===== src/scsa_pkg.sv =====
`timescale 1ns / 1ps

package scsa_pkg;

	// Field widths
	localparam int ADDR_W      = 20;
	localparam int SLOTS_W     = 18;
	localparam int SLOT_W      = 17;
	localparam int CLS_W       = 2;
	localparam int MAX_CLASSES = 3;
	localparam int DATA_W      = 32;
	localparam int PADDR_W     = 5;
	localparam int SCALE_W     = SLOTS_W + 3;

	// Reciprocals for exact division of a 20-bit value by 3 and by 5
	localparam int RECIP_W               = 20;
	localparam logic [RECIP_W-1:0] RECIP3 = 20'd699051;
	localparam logic [RECIP_W-1:0] RECIP5 = 20'd838861;
	localparam int RECIP3_SH             = 21;
	localparam int RECIP5_SH             = 22;
	localparam int PROD_W                = ADDR_W + RECIP_W;

	// Register reset values
	localparam logic [ADDR_W-1:0]  RST_BASE_MID    = 20'd155540;
	localparam logic [ADDR_W-1:0]  RST_BASE_LARGE  = 20'd388892;
	localparam logic [SLOTS_W-1:0] RST_SLOTS_SMALL = 18'd77770;
	localparam logic [SLOTS_W-1:0] RST_SLOTS_MID   = 18'd77784;
	localparam logic [SLOTS_W-1:0] RST_SLOTS_LARGE = 18'd77777;

	typedef enum logic [CLS_W-1:0] {
		CLS_SMALL = 2'd0,
		CLS_MID   = 2'd1,
		CLS_LARGE = 2'd2
	} size_class_t;

	typedef enum logic {
		REQ_ALLOC = 1'b0,
		REQ_FREE  = 1'b1
	} req_t;

	typedef enum logic [1:0] {
		STAT_ALLOCATED    = 2'd0,
		STAT_OUT_OF_SLOTS = 2'd1,
		STAT_FREED        = 2'd2,
		STAT_QUEUE_FULL   = 2'd3
	} status_t;

	typedef enum logic [2:0] {
		REG_BASE_MID    = 3'd0,
		REG_BASE_LARGE  = 3'd1,
		REG_SLOTS_SMALL = 3'd2,
		REG_SLOTS_MID   = 3'd3,
		REG_SLOTS_LARGE = 3'd4
	} cfg_reg_t;

	typedef enum logic [2:0] {
		S_IDLE,
		S_ALLOC,
		S_ADDR,
		S_FREE_CLASS,
		S_FREE_MUL,
		S_FREE_PUSH
	} state_t;

	typedef struct packed {
		logic [ADDR_W-1:0]                      base_mid;
		logic [ADDR_W-1:0]                      base_large;
		logic [MAX_CLASSES-1:0][SLOTS_W-1:0]    slots;
	} cfg_t;

	// slot * size of the class, wrapped to the address width
	function automatic logic [ADDR_W-1:0] scale_slot(input logic [SLOTS_W-1:0] slot,
			input logic [CLS_W-1:0] cls);
		logic [SCALE_W-1:0] w;
		logic [SCALE_W-1:0] r;
		w = SCALE_W'(slot);
		case (cls)
			CLS_SMALL: r = w << 1;
			CLS_MID:   r = w + (w << 1);
			CLS_LARGE: r = w + (w << 2);
			default:   r = '0;
		endcase
		return r[ADDR_W-1:0];
	endfunction

endpackage


===== src/scsa_slot_div.sv =====
`timescale 1ns / 1ps

module scsa_slot_div import scsa_pkg::*; (
	input  logic              clk,
	input  logic              en,
	input  logic [CLS_W-1:0]  cls,
	input  logic [ADDR_W-1:0] diff,
	output logic [SLOT_W-1:0] slot
);

	logic [RECIP_W-1:0] recip;
	logic [PROD_W-1:0]  prod_s1;
	logic [ADDR_W-1:0]  diff_s1;
	logic [CLS_W-1:0]   cls_s1;

	// Pick the reciprocal of the slot size; the small class divides by shift
	always_comb begin
		case (cls)
			CLS_MID:   recip = RECIP3;
			CLS_LARGE: recip = RECIP5;
			default:   recip = '0;
		endcase
	end

	// Register the product
	always_ff @(posedge clk) begin
		if (en) begin
			prod_s1 <= PROD_W'(diff) * PROD_W'(recip);
			diff_s1 <= diff;
			cls_s1  <= cls;
		end
	end

	// Take the quotient, truncated to the slot index width
	always_comb begin
		case (cls_s1)
			CLS_MID:   slot = prod_s1[RECIP3_SH+SLOT_W-1:RECIP3_SH];
			CLS_LARGE: slot = prod_s1[RECIP5_SH+SLOT_W-1:RECIP5_SH];
			default:   slot = diff_s1[SLOT_W:1];
		endcase
	end

endmodule


===== config.mk =====
export PLATFORM = sky130hd
export DESIGN_NAME = scsa_slot_div
export DESIGN_NICKNAME = d
export VERILOG_FILES = /design/src/scsa_pkg.sv /design/src/scsa_slot_div.sv
export SDC_FILE = /design/constraint.sdc
export NUM_CORES = 1
export LEC_CHECK = 0
export BUFFER_PORTS_ARGS = -buffer_cell sky130_fd_sc_hd__buf_4
export CAP_MARGIN = 15
export CORE_ASPECT_RATIO = 1.75
export CORE_MARGIN = 2
export CORE_UTILIZATION = 66
export CTS_BUF_LIST = sky130_fd_sc_hd__clkbuf_4
export DETAILED_ROUTE_END_ITERATION = 8
export PLACE_DENSITY = 0.8
export SLEW_MARGIN = 25
export SYNTH_ARGS = -nofsm -noshare
export SYNTH_HDL_FRONTEND = slang
export SYNTH_SLANG_ARGS = --single-unit

===== constraint.sdc =====
create_clock -name clk -period 8.55 [get_ports clk]
set_input_delay 0.855 -clock clk [delete_from_list [all_inputs] [get_ports clk]]
set_output_delay 0.855 -clock clk [all_outputs]
set_load 0.05 [all_outputs]

==> out/summary.txt <==
=================================================================================
Status ............................................................. complete, no violations
Largest net degree at the start of global routing ..................           38
Routability cong. ..................................................        1.036
Fraction of synthesis flops using an asynchronous set or reset pin .            0
Clock tree from TritonCTS ..........................................          yes
Layout Utilization .................................................       0.7071
Share of the synthesized area in the top cell type .................       0.3788
Count of inserted antenna diode cells ..............................            0
Synthesis warning total ............................................            0
GRT Total Usage ....................................................       0.3807
Final Hold Viols ...................................................            0
Vias in the first global route .....................................         9197
Number of detailed-routing iterations run before antenna repair ....            7
Die area ...........................................................  0.01816 mm2
Worst EP required ..................................................      8640 ps
Post-Synthesis Net Count ...........................................         1574
Number of sinks on the clock net ...................................           37
Number of vias after detailed routing ..............................         8186
Category of the most critical setup path ...........................    in -> reg
Distinct cells, synth ..............................................           64
Post-route setup TNS ...............................................         0 ps
CTS hold repair buffers ............................................            0
Launching element type of the critical path ........................   input port
Final critical-path share of the clock period ......................       0.9210
Top FF cell, synth .................................................     edfxtp_1
Max_slew headroom ..................................................       0.4094
Routed length per placed instance ..................................     22.42 um
Setup Viol. Count Final ............................................            0
Pin slew with the least headroom to its limit ......................     885.9 ps
DP HPWL ............................................................     28520 um
IO buf count .......................................................           40
Fraction of layout instances using a drive strength above 1 ........      0.07511
Global-route wire length before repair .............................     49960 um
Net count reported at finish .......................................         1612
Post-layout instance area ..........................................  0.01187 mm2
Fin crit period ....................................................      7874 ps
Core box area ......................................................  0.01679 mm2
Growth of design area from synthesis to finish .....................       5.456%
Number of max-cap violations .......................................            0
Overall overflow remaining after global route ......................            0
Clock Root Buffer ..................................................     clkbuf_4
Starting Density ...................................................       0.6705
Crit end category ..................................................    flip-flop
Number of cell rows ................................................           63
Number of remaining DRC errors .....................................            0
#FFs+latches synth .................................................           37
CP max FO ..........................................................           17
Max Freq ...........................................................   0.1270 GHz
Dominant cell type by area after synthesis .........................         fa_1
Type of the tightest min-delay check ...............................    in -> reg
Maximum root-to-sink buffer count ..................................            2
Violation count after the first detailed-routing iteration .........          488
Die boundary width .................................................     102.7 um
Antenna violations before repair ...................................            1
Post-synthesis cell area ...........................................  0.01126 mm2
Die height .........................................................     176.8 um
I/O pin cnt ........................................................           41
Clock slew at reported path FFs ....................................       120 ps
Part of the Yosys area used for sequential elements ................      0.09869
Detail Route Antenna Nets ..........................................            0
CP Data Arrival Time ...............................................      7970 ps
Total number of H-tree levels ......................................            2
Average via count per standard cell ................................        5.797
Post-synth EDFFs ...................................................           37
Max Slew Vio Count .................................................            0
Top area cells in the synthesized netlist .......................... fa_1 38%, ha_1 21%, inv_1 11%
Number of instances in the synthesized netlist .....................         1146
Post-Syn Area per Cell .............................................    9.824 um2
Post-cts gate resize count .........................................            0
Post-detailed-routing wire length ..................................     31650 um
RSZ-0062 raised after global routing ...............................           no
Placed cell area ...................................................  0.01182 mm2
Number of buffers created by CTS ...................................            5
Post-CTS Setup Inserts .............................................            0
=================================================================================
-- per-layer routing --
layer	up-vias	track usage	share of wire
met5	-	0	0.00041
li1	3651	-	-
met1	4019	0.4085	0.33
met2	353	0.6490	0.52
met4	2	0.2961	0.11
met3	161	0.06240	0.046
-- final timing paths --
| check | startpoint | end | slack (ps) | cells past startpoint |
|---|---|---|---|---|
| max | cls[0] | prod_s1[30]$_DFFE_PP_ | 680 | 27 |
| min | diff[3] | diff_s1[3]$_DFFE_PP_ | 710 | 1 |
-- sequential cells by signal, summed over array words and instances (netlist names) --
signal	flops
diff_s1	17
cls_s1	2
prod_s1	18
-- cell usage in the layout (no fill, tap or decap), types with 18 or more instances in the layout --
cell type,synthesis,final
a21oi_1,36,36
and2_1,22,22
buf_4,1,53
edfxtp_1,37,37
fa_1,213,213
ha_1,191,191
inv_1,342,342
nand2_1,65,65
nor2_1,19,19
o21ai_0,36,36
xnor2_1,18,18
-- worst max-delay path, stage by stage --
cell and delay, ps:
buf_4 130, inv_1 50, ha_1 580, nand2_1 190
nor2_1 270, inv_1 120, o21ai_0 160, inv_1 140
ha_1 200, nor2_1 250, fa_1 460, fa_1 510
inv_1 50, fa_1 480, fa_1 510, fa_1 590
inv_1 90, fa_1 500, inv_1 40, ha_1 320
nand4_1 200, nor3_1 320, a41o_1 260, nor4_1 60
nor2_1 290, a21oi_1 150, xnor2_1 160
-- cell type report --
class | count | area [um2]
tap | 227 | 284.0
fill | 1315 | 4917
sequential | 37 | 1111
multi-input combinational | 745 | 8741
inverter | 342 | 1284
clock inverter | 3 | 17.52
timing repair buffer | 53 | 397.9
clock buffer | 5 | 37.54
-- Yosys cell counts, drive strengths merged (2+ instances only) --
cell	count
inv	342
a22oi	17
or2	3
a21oi	39
o211ai	2
a31o	2
a311oi	3
o21bai	2
fa	213
nand2	66
a21o	12
nor4	3
ha	191
nor2	20
nor3	5
clkbuf	15
o31ai	2
a2111oi	2
nand2b	13
nand4	9
o22a	2
a31oi	7
nor2b	11
o21a	5
o21ai	41
xnor2	18
buf	7
xor2	6
edfxtp	37
and2	22
nand3	4
o31a	2
and3	9
-- metrics by stage --
stage | cells | setup WS (ps) | hold slack, ps
after floorplan | 1146 | 1220 | 953.9
after detailed placement | 1404 | 371.9 | 1072
final | 1412 | 675.5 | 706.7
after global routing | 1412 | 372.6 | 693.5
after CTS | 1412 | 745.6 | 706.7
after global placement | 1404 | 557.8 | 1072
-- kinds of logic after synthesis --
family | count (synthesis) | synth area share
AOI/OAI and AO/OA | 150 | 0.09047
xor gates and xnor gates | 24 | 0.01867
adders and majority gates | 404 | 0.5910
buffers and inverters | 364 | 0.1249
DFF | 37 | 0.09869
and+or+nand+nor | 167 | 0.07624
Power is left out: the tool's default activity adds up to more than one toggle a clock period on the data nets, which glitch-free logic cannot reach.
