==> src/scsa_pkg.sv <==
`timescale 1ns / 1ps

package scsa_pkg;

	// Field widths
	localparam int ADDR_W      = 20;
	localparam int SLOTS_W     = 18;
	localparam int SLOT_W      = 17;
	localparam int CLS_W       = 2;
	localparam int MAX_CLASSES = 3;
	localparam int DATA_W      = 32;
	localparam int PADDR_W     = 5;
	localparam int SCALE_W     = SLOTS_W + 3;

	// Reciprocals for exact division of a 20-bit value by 3 and by 5
	localparam int RECIP_W               = 20;
	localparam logic [RECIP_W-1:0] RECIP3 = 20'd699051;
	localparam logic [RECIP_W-1:0] RECIP5 = 20'd838861;
	localparam int RECIP3_SH             = 21;
	localparam int RECIP5_SH             = 22;
	localparam int PROD_W                = ADDR_W + RECIP_W;

	// Register reset values
	localparam logic [ADDR_W-1:0]  RST_BASE_MID    = 20'd155540;
	localparam logic [ADDR_W-1:0]  RST_BASE_LARGE  = 20'd388892;
	localparam logic [SLOTS_W-1:0] RST_SLOTS_SMALL = 18'd77770;
	localparam logic [SLOTS_W-1:0] RST_SLOTS_MID   = 18'd77784;
	localparam logic [SLOTS_W-1:0] RST_SLOTS_LARGE = 18'd77777;

	typedef enum logic [CLS_W-1:0] {
		CLS_SMALL = 2'd0,
		CLS_MID   = 2'd1,
		CLS_LARGE = 2'd2
	} size_class_t;

	typedef enum logic {
		REQ_ALLOC = 1'b0,
		REQ_FREE  = 1'b1
	} req_t;

	typedef enum logic [1:0] {
		STAT_ALLOCATED    = 2'd0,
		STAT_OUT_OF_SLOTS = 2'd1,
		STAT_FREED        = 2'd2,
		STAT_QUEUE_FULL   = 2'd3
	} status_t;

	typedef enum logic [2:0] {
		REG_BASE_MID    = 3'd0,
		REG_BASE_LARGE  = 3'd1,
		REG_SLOTS_SMALL = 3'd2,
		REG_SLOTS_MID   = 3'd3,
		REG_SLOTS_LARGE = 3'd4
	} cfg_reg_t;

	typedef enum logic [2:0] {
		S_IDLE,
		S_ALLOC,
		S_ADDR,
		S_FREE_CLASS,
		S_FREE_MUL,
		S_FREE_PUSH
	} state_t;

	typedef struct packed {
		logic [ADDR_W-1:0]                      base_mid;
		logic [ADDR_W-1:0]                      base_large;
		logic [MAX_CLASSES-1:0][SLOTS_W-1:0]    slots;
	} cfg_t;

	// slot * size of the class, wrapped to the address width
	function automatic logic [ADDR_W-1:0] scale_slot(input logic [SLOTS_W-1:0] slot,
			input logic [CLS_W-1:0] cls);
		logic [SCALE_W-1:0] w;
		logic [SCALE_W-1:0] r;
		w = SCALE_W'(slot);
		case (cls)
			CLS_SMALL: r = w << 1;
			CLS_MID:   r = w + (w << 1);
			CLS_LARGE: r = w + (w << 2);
			default:   r = '0;
		endcase
		return r[ADDR_W-1:0];
	endfunction

endpackage

==> src/scsa_cfg_regs.sv <==
`timescale 1ns / 1ps

module scsa_cfg_regs import scsa_pkg::*; (
	input  logic               clk,
	input  logic               arst_n,
	input  logic               psel,
	input  logic               penable,
	input  logic               pwrite,
	input  logic [PADDR_W-1:0] paddr,
	input  logic [DATA_W-1:0]  pwdata,
	output logic [DATA_W-1:0]  prdata,
	output logic               pready,
	output cfg_t               cfg
);

	cfg_t     cfg_q;
	cfg_reg_t reg_sel;
	logic     wr_en;

	assign reg_sel = cfg_reg_t'(paddr[PADDR_W-1:2]);
	assign wr_en   = psel && penable && pwrite;
	assign pready  = 1'b1;
	assign cfg     = cfg_q;

	// Write a register on the access phase of a transfer
	always_ff @(posedge clk or negedge arst_n) begin
		if (!arst_n) begin
			cfg_q.base_mid             <= RST_BASE_MID;
			cfg_q.base_large           <= RST_BASE_LARGE;
			cfg_q.slots[CLS_SMALL]     <= RST_SLOTS_SMALL;
			cfg_q.slots[CLS_MID]       <= RST_SLOTS_MID;
			cfg_q.slots[CLS_LARGE]     <= RST_SLOTS_LARGE;
		end else if (wr_en) begin
			case (reg_sel)
				REG_BASE_MID:    cfg_q.base_mid         <= pwdata[ADDR_W-1:0];
				REG_BASE_LARGE:  cfg_q.base_large       <= pwdata[ADDR_W-1:0];
				REG_SLOTS_SMALL: cfg_q.slots[CLS_SMALL] <= pwdata[SLOTS_W-1:0];
				REG_SLOTS_MID:   cfg_q.slots[CLS_MID]   <= pwdata[SLOTS_W-1:0];
				REG_SLOTS_LARGE: cfg_q.slots[CLS_LARGE] <= pwdata[SLOTS_W-1:0];
				default: ;
			endcase
		end
	end

	// Read back the selected register
	always_comb begin
		case (reg_sel)
			REG_BASE_MID:    prdata = DATA_W'(cfg_q.base_mid);
			REG_BASE_LARGE:  prdata = DATA_W'(cfg_q.base_large);
			REG_SLOTS_SMALL: prdata = DATA_W'(cfg_q.slots[CLS_SMALL]);
			REG_SLOTS_MID:   prdata = DATA_W'(cfg_q.slots[CLS_MID]);
			REG_SLOTS_LARGE: prdata = DATA_W'(cfg_q.slots[CLS_LARGE]);
			default:         prdata = '0;
		endcase
	end

endmodule

==> config.mk <==
export PLATFORM = sky130hd
export DESIGN_NAME = scsa_cfg_regs
export DESIGN_NICKNAME = d
export VERILOG_FILES = /design/src/scsa_pkg.sv /design/src/scsa_cfg_regs.sv
export SDC_FILE = /design/constraint.sdc
export NUM_CORES = 1
export LEC_CHECK = 0
export BUFFER_PORTS_ARGS = -buffer_cell sky130_fd_sc_hd__buf_2
export CAP_MARGIN = 30
export CORE_MARGIN = 3
export CORE_UTILIZATION = 45
export DETAILED_ROUTE_END_ITERATION = 8
export GPL_TIMING_DRIVEN = 1
export PLACE_DENSITY = 0.82
export SLEW_MARGIN = 20
export SYNTH_ARGS = -nofsm -noshare
export SYNTH_HDL_FRONTEND = slang
export SYNTH_SLANG_ARGS = --single-unit
==> constraint.sdc <==
create_clock -name clk -period 1.4 [get_ports clk]
set_clock_uncertainty 0.1 [all_clocks]
set_input_delay 0.14 -clock clk [delete_from_list [all_inputs] [get_ports clk]]
set_output_delay 0.14 -clock clk [all_outputs]
set_load 0.005 [all_outputs]
==> impl_metrics.ini <==
[outcome]
status = finished, violations left
violations = setup timing

[die]
ioPinCount = 169
die-area_mm2 = 0.0112
start_util_pct = 47.3
coreArea_mm2 = 0.00946
die_w_um = 106
rows = 35
die_y_um = 106

[worst_setup_path]
end_kind = output port
critPathSlowestCell = dfstp_2
crit_path_max_fanout = 2
ff2ff_path_depth = 3
r2r_end = cfg[15]$_DFFE_PN0P_
critPathMaxStageDelay_ns = 0.55
worstReg2RegStart = cfg[15]$_DFFE_PN0P_
cp_cell_sequence = mux2i_1 -> or3_1 -> nand3_1 -> buf_2
reg2reg_slack_ns = 0.29
worstPathRequired_ns = 1.16
cp.arrival_ns = 1.47
path_class = reg -> out
critPathLaunchType = flop

[global_routing]
track_usage_pct = 23.4
gr-total-overflow = 0
first_global_vias = 3803
grt_max_degree = 40
antenna_found_initial = 0
grt_first_pass_wirelength_um = 20300

[routing]
num_vias = 3576
antenna_left = 0
drt_iter0_drc = 202
wire_per_inst_um = 19.6
drt_pass1_iterations = 6
vias_per_cell = 5.41
drc_errors = 0
wl_um = 13000

[placement]
dpl_cell_area_mm2 = 0.00553
gp_congestion = 0.794
io_buffer_count = 141
hpwl_um = 8740
dpl.cell_count = 593

[clocking]
cts_sinks = 94
clkLatencyLatePin_ns = 0.35
cts.htree.levels = 3
clock-root-buffer = clkbuf_8
cts_tree = built
numCtsBuffers = 9
path_clk_slew_ns = 0.10
cts_buffer_depth = 2

[sta]
period_minus_slack_ns = 1.71
finalWorstSetupSlack_ns = -0.307
rsz0062_at_grt = true
finalSetupTns_ns = -3.98
slew_viol_final = 0
setup_viol = 19
period_share_pct = 122
holdWs_ns = 0.125
hold_viol_final = 0
fmax_mhz = 586

[synthesis]
yosysUniqueCellTypes = 25
yosys.area_share.xor_xnor_pct = 0
syn_area_mm2 = 0.00447
ys.warnings.count = 0
synth_simple_gate_area_share_pct = 3.02
synth-compound-area-share_pct = 8.09
syn-mean-instance-area_um2 = 14.1
synth_top_family_by_area = multiplexers
synthCells = 318
synth_adder_area_share_pct = 0
ys_ff_latch = 94
seq_area_frac_synth_pct = 54.1
muxShareOfSynthArea_pct = 28.9

[cells_and_area]
largest_reg_flops = 94
final_cells = 661
most-common-layout-cells = 140 x buf_2, 90 x mux2_2, 56 x buf_4
syn_to_final_growth_pct = 40.6
layout-drive-gt1-share_pct = 74.8
layout.cells.most_common = buf_2
antenna_cells = 0
finish.instance_area_mm2 = 0.00629
final_net_count = 569

[min_path]
hp-class = in -> async

[pwr]
ir_drop_uv = 740
p_leak_nw = 3.05
power_mw = 8.28
power_density_mw_per_mm2 = 1320

[job]
max_cap_violations = 0
-- metrics by stage --
stage | worst slack (ns) | utilization (%)
global placement | -0.167 | 58.5
CTS | -0.332 | 66.1
detailed placement | -0.172 | 58.5
global route | -0.393 | 66.5
finish | -0.307 | 66.5
floorplan | -0.0611 | -
-- layer usage --
metal | wire length, um | GRT usage (%) | up-vias
met4 | 198 | 7.40 | 0
met3 | 856 | 4.10 | 17
met5 | 0 | 0 | -
met2 | 6660 | 42.0 | 167
met1 | 5240 | 28.4 | 1820
li1 | - | - | 1572
-- repair_timing --
action / in CTS / in global routing
hold buffers: 21 / 0
endpoints found under the setup margin: 19 / 20
gates cloned: 0 / 0
hold endpoints to repair: 143 / 0
pin swaps: 18 / 2
resized for setup: 27 / 4
setup buffers: 29 / 2
-- how the worst max path moves through the flow --
| stage | from | to | slack, ns | cells past startpoint |
|---|---|---|---|---|
| floorplan | paddr[4] | cfg[12]$_DFFE_PN0P_ | -0.06 | 6 |
| global placement | paddr[4] | prdata[14] | -0.17 | 8 |
| detailed placement | paddr[2] | cfg[37]$_DFFE_PN0P_ | -0.17 | 6 |
| CTS | cfg[42]$_DFFE_PN1P_ | prdata[6] | -0.33 | 4 |
| global route | cfg[42]$_DFFE_PN1P_ | prdata[6] | -0.39 | 4 |
| finish | cfg[42]$_DFFE_PN1P_ | prdata[6] | -0.31 | 4 |
-- power breakdown --
group	total, mW	internal [mW]	leakage [nW]	switching [mW]
Combinational	2.29	1.38	1.85	0.910
Sequential	3.88	3.47	1.08	0.415
Clock	2.11	1.13	0.117	0.978
Total	8.28	5.98	3.05	2.30
-- worst max-delay path: cells and delay by family, from the launching register on --
kind	cells	cell delay [ns]
and+or+nand+nor	2	0.37
buffers and inverters	1	0.12
muxes	1	0.07
DFF	1	0.55
-- cell usage after synthesis --
library cell,count,area (um2)
dfrtp_1,42,1050
buf_2,6,30.0
nor3b_2,1,12.5
or3_1,1,6.26
buf_4,15,113
mux2_2,112,1260
mux2i_1,3,30.0
nand4b_4,1,23.8
o21ai_0,17,85.1
nor3_1,3,15.0
clkinv_1,1,3.75
conb_1,2,7.51
nor2b_4,1,13.8
buf_6,7,78.8
nand3_1,3,15.0
a22oi_1,17,128
dfstp_2,52,1370
nor2_1,1,3.75
nand2_1,2,7.51
or3_4,1,11.3
a32oi_1,17,149
nor2_2,1,6.26
clkbuf_1,9,33.8
nor2b_1,2,12.5
nor3b_1,1,7.51
-- kinds of logic after synthesis --
kind of cell           Yosys count
and+or+nand+nor                 18
DFF                             94
buffers and inverters           38
other                            2
AOI/OAI and AO/OA               51
muxes                          115
-- cell type report --
type,instances,area (um2)
clock buffers,11,153
clock inverters,5,87.6
fillers,706,3170
inverters,1,5.00
multi-input cells,197,1990
flip-flops and latches,94,2420
well taps,129,161
repair buffers,224,1470
Power figures use the tool's default switching activity.
