File: src/scsa_free_ram.sv
`timescale 1ns / 1ps

module scsa_free_ram #(
	parameter int DEPTH = 16,
	parameter int WIDTH = 17
) (
	input  logic                     clk,
	input  logic                     we,
	input  logic [$clog2(DEPTH)-1:0] waddr,
	input  logic [WIDTH-1:0]         wdata,
	input  logic                     re,
	input  logic [$clog2(DEPTH)-1:0] raddr,
	output logic [WIDTH-1:0]         rdata
);

	logic [WIDTH-1:0] mem [DEPTH];
	logic [WIDTH-1:0] rdata_q;

	// One write port, one registered read port
	always_ff @(posedge clk) begin
		if (we) begin
			mem[waddr] <= wdata;
		end
		if (re) begin
			rdata_q <= mem[raddr];
		end
	end

	assign rdata = rdata_q;

endmodule

File: config.mk
export PLATFORM = sky130hd
export DESIGN_NAME = scsa_free_ram
export DESIGN_NICKNAME = d
export VERILOG_FILES = /design/src/scsa_free_ram.sv
export SDC_FILE = /design/constraint.sdc
export NUM_CORES = 1
export LEC_CHECK = 0
export BUFFER_PORTS_ARGS = -buffer_cell sky130_fd_sc_hd__buf_2
export CAP_MARGIN = 15
export CORE_MARGIN = 2
export CORE_UTILIZATION = 52
export DETAILED_ROUTE_END_ITERATION = 8
export PLACE_DENSITY = 0.76
export SLEW_MARGIN = 25
export SYNTH_ARGS = -nofsm -noshare
export SYNTH_HDL_FRONTEND = slang
export SYNTH_SLANG_ARGS = --single-unit
File: constraint.sdc
create_clock -name clk -period 3.97 [get_ports clk]
set_clock_uncertainty 0.2 [all_clocks]
set_input_delay 0.397 -clock clk [delete_from_list [all_inputs] [get_ports clk]]
set_output_delay 0.397 -clock clk [all_outputs]
set_load 0.01 [all_outputs]
==> results of run 1 <==
registers in the layout (all words and copies together) (netlist names):
name	cells
rdata	17
mem	272
worst reg2reg max path: stages, from the launching register on:
cell and delay, ns:
edfxtp_1 0.41, mux4_2 0.51, a22oi_1 0.18, nand2_1 0.09
area by class of cell:
class | instances | area, µm² | area share [%]
flip-flops and latches | 289 | 8678 | 70.10
multi-input cells | 146 | 2044 | 16.51
clock buffers | 33 | 698.2 | 5.639
repair buffers | 69 | 422.9 | 3.416
well taps | 270 | 337.8 | 2.729
clock inverters | 15 | 198.9 | 1.607
worst min-delay path by stage:
stage / to / cells after the start / slack, ns / start
detailed placement: rdata[6]$_DFFE_PP_ / 3 / 0.53 / mem[12][6]$_DFFE_PP_
finish: mem[2][0]$_DFFE_PP_ / 1 / 0.04 / wdata[0]
global route: mem[10][0]$_DFFE_PP_ / 1 / 0.04 / wdata[0]
floorplan: mem[0][0]$_DFFE_PP_ / 0 / 0.30 / wdata[0]
global placement: rdata[7]$_DFFE_PP_ / 3 / 0.51 / mem[15][7]$_DFFE_PP_
CTS: mem[10][0]$_DFFE_PP_ / 1 / 0.02 / wdata[0]
metrics by stage:
step / hold slack (ns) / cells / power, mW / cell area, µm² / util, %
detailed placement: 0.5312 / 774 / 3.820 / 11480 / 56.57
global route: 0.03681 / 822 / 6.554 / 12380 / 60.99
floorplan: 0.2959 / 458 / 3.691 / 10810 / -
global placement: 0.5141 / 774 / 3.804 / 11480 / 56.57
CTS: 0.01851 / 822 / 6.411 / 12380 / 60.99
finish: 0.03734 / 822 / 6.372 / 12380 / 60.99
routing by layer:
layer / up-vias / part of all wire (%)
li1: 2105 / -
met1: 2632 / 37
met2: 233 / 53
met3: 52 / 6.9
met4: 0 / 2.8
met5: - / 0
kinds of logic after synthesis:
group	Yosys count
DFF	289
muxes	68
and+or+nand+nor	44
AOI/OAI and AO/OA	34
buffers and inverters	23
synth_stat cells (all sizes together):
cell | number | area share, %
a22oi | 34 | 2.4
and2 | 1 | 0.058
buf | 13 | 0.89
clkbuf | 10 | 0.36
edfxtp | 289 | 80
mux4 | 68 | 14
nand2 | 18 | 0.63
nand2b | 2 | 0.12
nand3 | 1 | 0.046
nand3b | 2 | 0.14
nor2 | 13 | 0.45
nor2b | 2 | 0.12
nor3 | 4 | 0.19
or3b | 1 | 0.081
cell usage in the layout (no fill, tap or decap):
cell,Yosys,layout
edfxtp_1,289,289
mux4_2,65,65
buf_2,8,43
a22oi_1,34,34
clkbuf_16,0,27
buf_4,0,25
nand2_1,18,18
nor2_2,0,12
clkbuf_1,9,6
bufinv_16,0,5
clkinv_2,0,5
nor3_2,0,4
clkinv_1,0,4
mux4_1,3,3
nor2b_1,2,2
nand3b_1,2,2
nand2b_1,2,2
and2_1,1,1
nor2_1,13,1
nand3_1,1,1
or3b_2,1,1
inv_6,0,1
buf_12,0,1
power by group through the flow:
stage,sequential (mW),clock (mW),combinational (mW)
2_1_floorplan,3.52,0,0.168
3_3_place_gp,3.52,0,0.289
3_5_place_dp,3.52,0,0.300
4_1_cts,3.46,2.65,0.302
5_1_grt,3.46,2.77,0.323
6_report,3.45,2.62,0.299
==> impl_metrics.yaml, run 1 <==
global_routing:
  grtUsageMet2_pct: 36.50
  grt_overflow: 0
  grt_pass1_wl_um: 32510
  grt_most_used_layer: "met2"
  antenna_found_initial: 0
  groute.layer.met3.usage_pct: 3.129
  grt_pass1_vias: 5332
  use_met1_pct: 25.38
  grt_max_degree: 37
  grt.total_usage_pct: 20.36
critical_path:
  worstSetupPathType: "primary input to flip-flop"
  crit_family: "buffers and inverters"
  r2r-start: "mem[10][15]$_DFFE_PP_"
  critPathSlowestCell: "mux4_2"
  crit_end: "rdata[5]$_DFFE_PP_"
  reg2regPathDepth: 3
  cp_slowest_stage_delay_ns: 0.55
  crit_path_max_fanout: 34
  crit_required_ns: 4.04
  path_buf_inv: 2
  crit_start: "raddr[0]"
  r2r_end: "rdata[15]$_DFFE_PP_"
  crit_chain: "buf_4 -> buf_12 -> mux4_2 -> a22oi_1 -> nand2_1"
  worst_setup_path_start_kind: "primary input"
  critical_path_depth: 5
  end_kind: "flip-flop"
  worst_ep_arrival_time_ns: 1.94
  reg2reg_slack_ns: 2.33
die:
  io_pins: 45
  die_h_um: 148.2
  coreArea_mm2: 0.02030
  initial_core_util_pct: 53.24
  fp-row-count: 52
  die-width_um: 148.2
  dieArea_mm2: 0.02195
drt:
  wl_per_cell_um: 26.21
  routed_via_density: 6.109
  first_iter_violations: 419
  num_vias: 5022
  drtAntennaViolNets: 0
  drc: 0
  routed_wl_um: 21550
  drt-pass1-iter-count: 5
sta:
  finalCritPeriodShare_pct: 47.33
  min_period_ns: 1.879
  hold_viol: 0
  setup_viol: 0
  relSlewSlack_pct: 26.67
  finalWorstSetupSlack_ns: 2.091
  drv_slew: 0
  rsz0062_at_grt: "no"
  worstMarginPinSlew_ns: 1.100
  finalSetupTns_ns: 0
  fmax_mhz: 532.3
synth:
  ys_types: 19
  ys_seq_elements: 289
  synth_top_family_by_area: "multiplexers"
  synth_compound_area_share_pct: 2.362
  synthSimpleGateAreaFrac_pct: 1.818
  syn_area_per_cell_um2: 23.60
  netlist_area_mm2: 0.01081
  synth-adder-area-share_pct: 0
  netlist_instances: 458
  yosys_warnings: 0
  synth-xor-area-share_pct: 0
  synth_seq_area_share_pct: 80.30
  synthMuxAreaShare_pct: 14.27
  syn_nets: 486
power_and_ir_drop:
  power_frac_seq_pct: 54.2
  internal_power_mw: 5.129
  pwr-share-clk_pct: 41.1
  power_switching_share_pct: 19.50
  p_per_area_mw_per_mm2: 514.7
  p_leak_nw: 4.005
  power.switching_mw: 1.243
  ir_worst_vdd_mv: 0.3001
  power_frac_comb_pct: 4.7
job:
  maxCapViolCount: 0
cts:
  cts.sinks: 289
  cts_max_level: 1
  insertion_delay_ns: 0.53
  clkSlewWorstSetupHoldPaths_ns: 0.06
  cts_tree: "built"
  ctsRootBufferMaster: "clkbuf_16"
  ctsLongestPathBuffers: 3
  cts_setup_buffers: 0
  numCtsBuffers: 26
  postCtsHoldBufs: 0
  post_cts_resized: 0
finish:
  syn2layout_area_growth_pct: 14.55
  nNetsFinal: 560
  drive_gt1_share_pct: 34.24
  antennaDiodeCount: 0
  fill_cells: 1345
place:
  place_hpwl_um: 11560
  io_buffers: 44
  pre_cts_slack_ns: 1.511
  routabilityCongestion: 0.7194
min_path:
  holdCritPathClass: "primary input to flip-flop"
status:
  status: "complete, no violations"
Power figures use the tool's default switching activity.
==> run 2, diff against run 1 <==
Settings changed: PLACE_DENSITY 0.76 to 0.79.
Clock period 3.97 ns to 1.69 ns, I/O delays scaled along.
==> run 2 against run 1 <==
Effect of this change:
- power rose by 130%
- via count is 4.9% higher
- count of clock-buffer cells in the layout increased by 3
- first-iteration DRC count rose by 68%
- final cell count up 3.4%
- utilization increased by 2.3 points
- die area stayed put
- non-clock buffer count rose by 26
- sequential power up 140%
- combinational power grew to 2.7 times the previous value
- critical path type is now flip-flop to flip-flop
==> impl_metrics.yaml, run 2 (synthesis results as in run 1) <==
power_and_ir_drop:
  p_per_area_mw_per_mm2: 1140
  power.switching_mw: 2.961
  power_frac_seq_pct: 55.4
  power_switching_share_pct: 20.21
  power_frac_comb_pct: 5.6
  ir_worst_vdd_mv: 0.7543
  internal_power_mw: 11.70
  p_leak_nw: 4.150
  pwr-share-clk_pct: 39.0
finish:
  regMostFlops: "mem"
  multi_input_area_mm2: 0.002083
  post-route-util_pct: 63.33
  final_cell_mix: "289 x edfxtp_1, 68 x mux4_2, 43 x buf_2"
  syn2layout_area_growth_pct: 18.94
  antennaDiodeCount: 0
  layout.cells.non_filler: 850
  fill_cells: 1296
  drive_gt1_share_pct: 35.00
  nNetsFinal: 587
  largest_register_ffs: 272
  final_common_cell: "edfxtp_1"
  regArea_mm2: 0.008678
critical_path:
  reg2reg_slack_ns: 0.03
  end_kind: "flip-flop"
  crit_path_max_fanout: 1
  reg2regPathDepth: 3
  critPathSlowestCell: "mux4_2"
  worst_setup_path_start_kind: "flip-flop"
  crit_start: "mem[11][11]$_DFFE_PP_"
  cp_slowest_stage_delay_ns: 0.47
  crit_chain: "mux4_2 -> a22oi_1 -> nand2_1"
  r2r_end: "rdata[11]$_DFFE_PP_"
  r2r-start: "mem[11][11]$_DFFE_PP_"
  crit_end: "rdata[11]$_DFFE_PP_"
  worstSetupPathType: "flip-flop to flip-flop"
  crit_required_ns: 1.76
  worst_ep_arrival_time_ns: 1.73
die:
  io_pins: 45
  die_h_um: 148.2
  coreArea_mm2: 0.02030
  die-width_um: 148.2
  initial_core_util_pct: 53.24
  dieArea_mm2: 0.02195
  fp-row-count: 52
job:
  maxCapViolCount: 0
drt:
  wl_per_cell_um: 26.93
  drt-pass1-iter-count: 7
  first_iter_violations: 706
  drc: 0
  drtAntennaViolNets: 0
  routed_via_density: 6.199
  routed_wl_um: 22890
  num_vias: 5269
cts:
  clkSlewWorstSetupHoldPaths_ns: 0.06
  cts.sinks: 289
  cts_setup_buffers: 0
  numCtsBuffers: 27
  insertion_delay_ns: 0.53
  ctsLongestPathBuffers: 3
  cts_max_level: 1
  cts_tree: "built"
  ctsRootBufferMaster: "clkbuf_16"
place:
  place_hpwl_um: 12200
  place_inst: 782
  io_buffers: 44
  routabilityCongestion: 0.7367
sta:
  finalCritPeriodShare_pct: 98.33
  min_period_ns: 1.662
  drv_slew: 0
  worstMarginPinSlew_ns: 0.5910
  fmax_mhz: 601.7
  hold_viol: 0
  relSlewSlack_pct: 60.60
  setup_viol: 0
status:
  status: "complete, no violations"
global_routing:
  grt_overflow: 0
  antenna_found_initial: 1
  grt_pass1_wl_um: 33870
  grt.total_usage_pct: 21.39
  grt_max_degree: 28
  grt_pass1_vias: 5468
min_path:
  holdCritPathClass: "primary input to flip-flop"
==> run 2: cell types whose count changed in the layout (fill, tap and decap cells not counted), sizes merged <==
cell,change
clkbuf,+3
clkinv,+1
buf,+8
clkinvlp,+1
dlygate4sd3,+18
bufinv,-3
==> run 2: worst min-delay path by stage <==
stage	start	endpoint	cells after the start
floorplan	wdata[0]	mem[0][0]$_DFFE_PP_	0
global placement	wdata[12]	mem[12][12]$_DFFE_PP_	1
detailed placement	wdata[12]	mem[12][12]$_DFFE_PP_	1
CTS	waddr[1]	mem[4][13]$_DFFE_PP_	3
global route	waddr[1]	mem[4][15]$_DFFE_PP_	3
finish	waddr[1]	mem[4][2]$_DFFE_PP_	3
==> run 2: cell type report <==
type                            instances  area share (%)
Clock buffer                           36           5.519
Sequential cell                       289           67.51
Timing Repair Buffer                   95           7.203
Clock inverter                         14          0.9344
Multi-Input combinational cell        146           16.21
Tap cell                              270           2.628
==> run 2: power by group through the flow <==
stage	clock network, mW	logic, mW	registers (mW)
floorplan	0	0.414	8.28
global placement	0	0.739	8.26
detailed placement	0	0.774	8.27
CTS	5.80	0.814	8.12
global route	6.06	0.872	8.13
finish	5.72	0.816	8.12
==> run 2: critical path, delay by kind of cell, from the launching register on <==
| family | cells | cell delay [ns] |
|---|---|---|
| AOI/OAI and AO/OA | 1 | 0.24 |
| DFF | 1 | 0.39 |
| muxes | 1 | 0.47 |
| and+or+nand+nor | 1 | 0.09 |
==> run 2: stage by stage <==
stage	setup WS, ns	hold slack (ns)	TNS, ns	area (µm²)	power, mW
2_1_floorplan	-0.2433	0.06787	-14.80	10880	8.689
3_3_place_gp	-0.2009	0.3247	-2.412	11820	8.995
3_5_place_dp	-0.2284	0.3555	-2.828	11820	9.045
4_1_cts	0.01338	0.08646	0	12830	14.73
5_1_grt	-0.007876	0.09390	-0.007876	12850	15.06
6_report	0.02815	0.09700	0	12850	14.66
==> run 2: what timing repair did <==
action	4_1_cts	5_1_grt
hold buffers	18	0
resized for setup	0	5
endpoints found under the setup margin	0	3
hold endpoints to repair	289	0
==> run 2: per-layer routing <==
layer	up-vias	GRT usage, %	part of all wire [%]
met2	328	36.00	50
met3	64	3.865	10
met5	-	0	0
met1	2714	28.12	36
li1	2163	-	-
met4	0	8.667	3.6
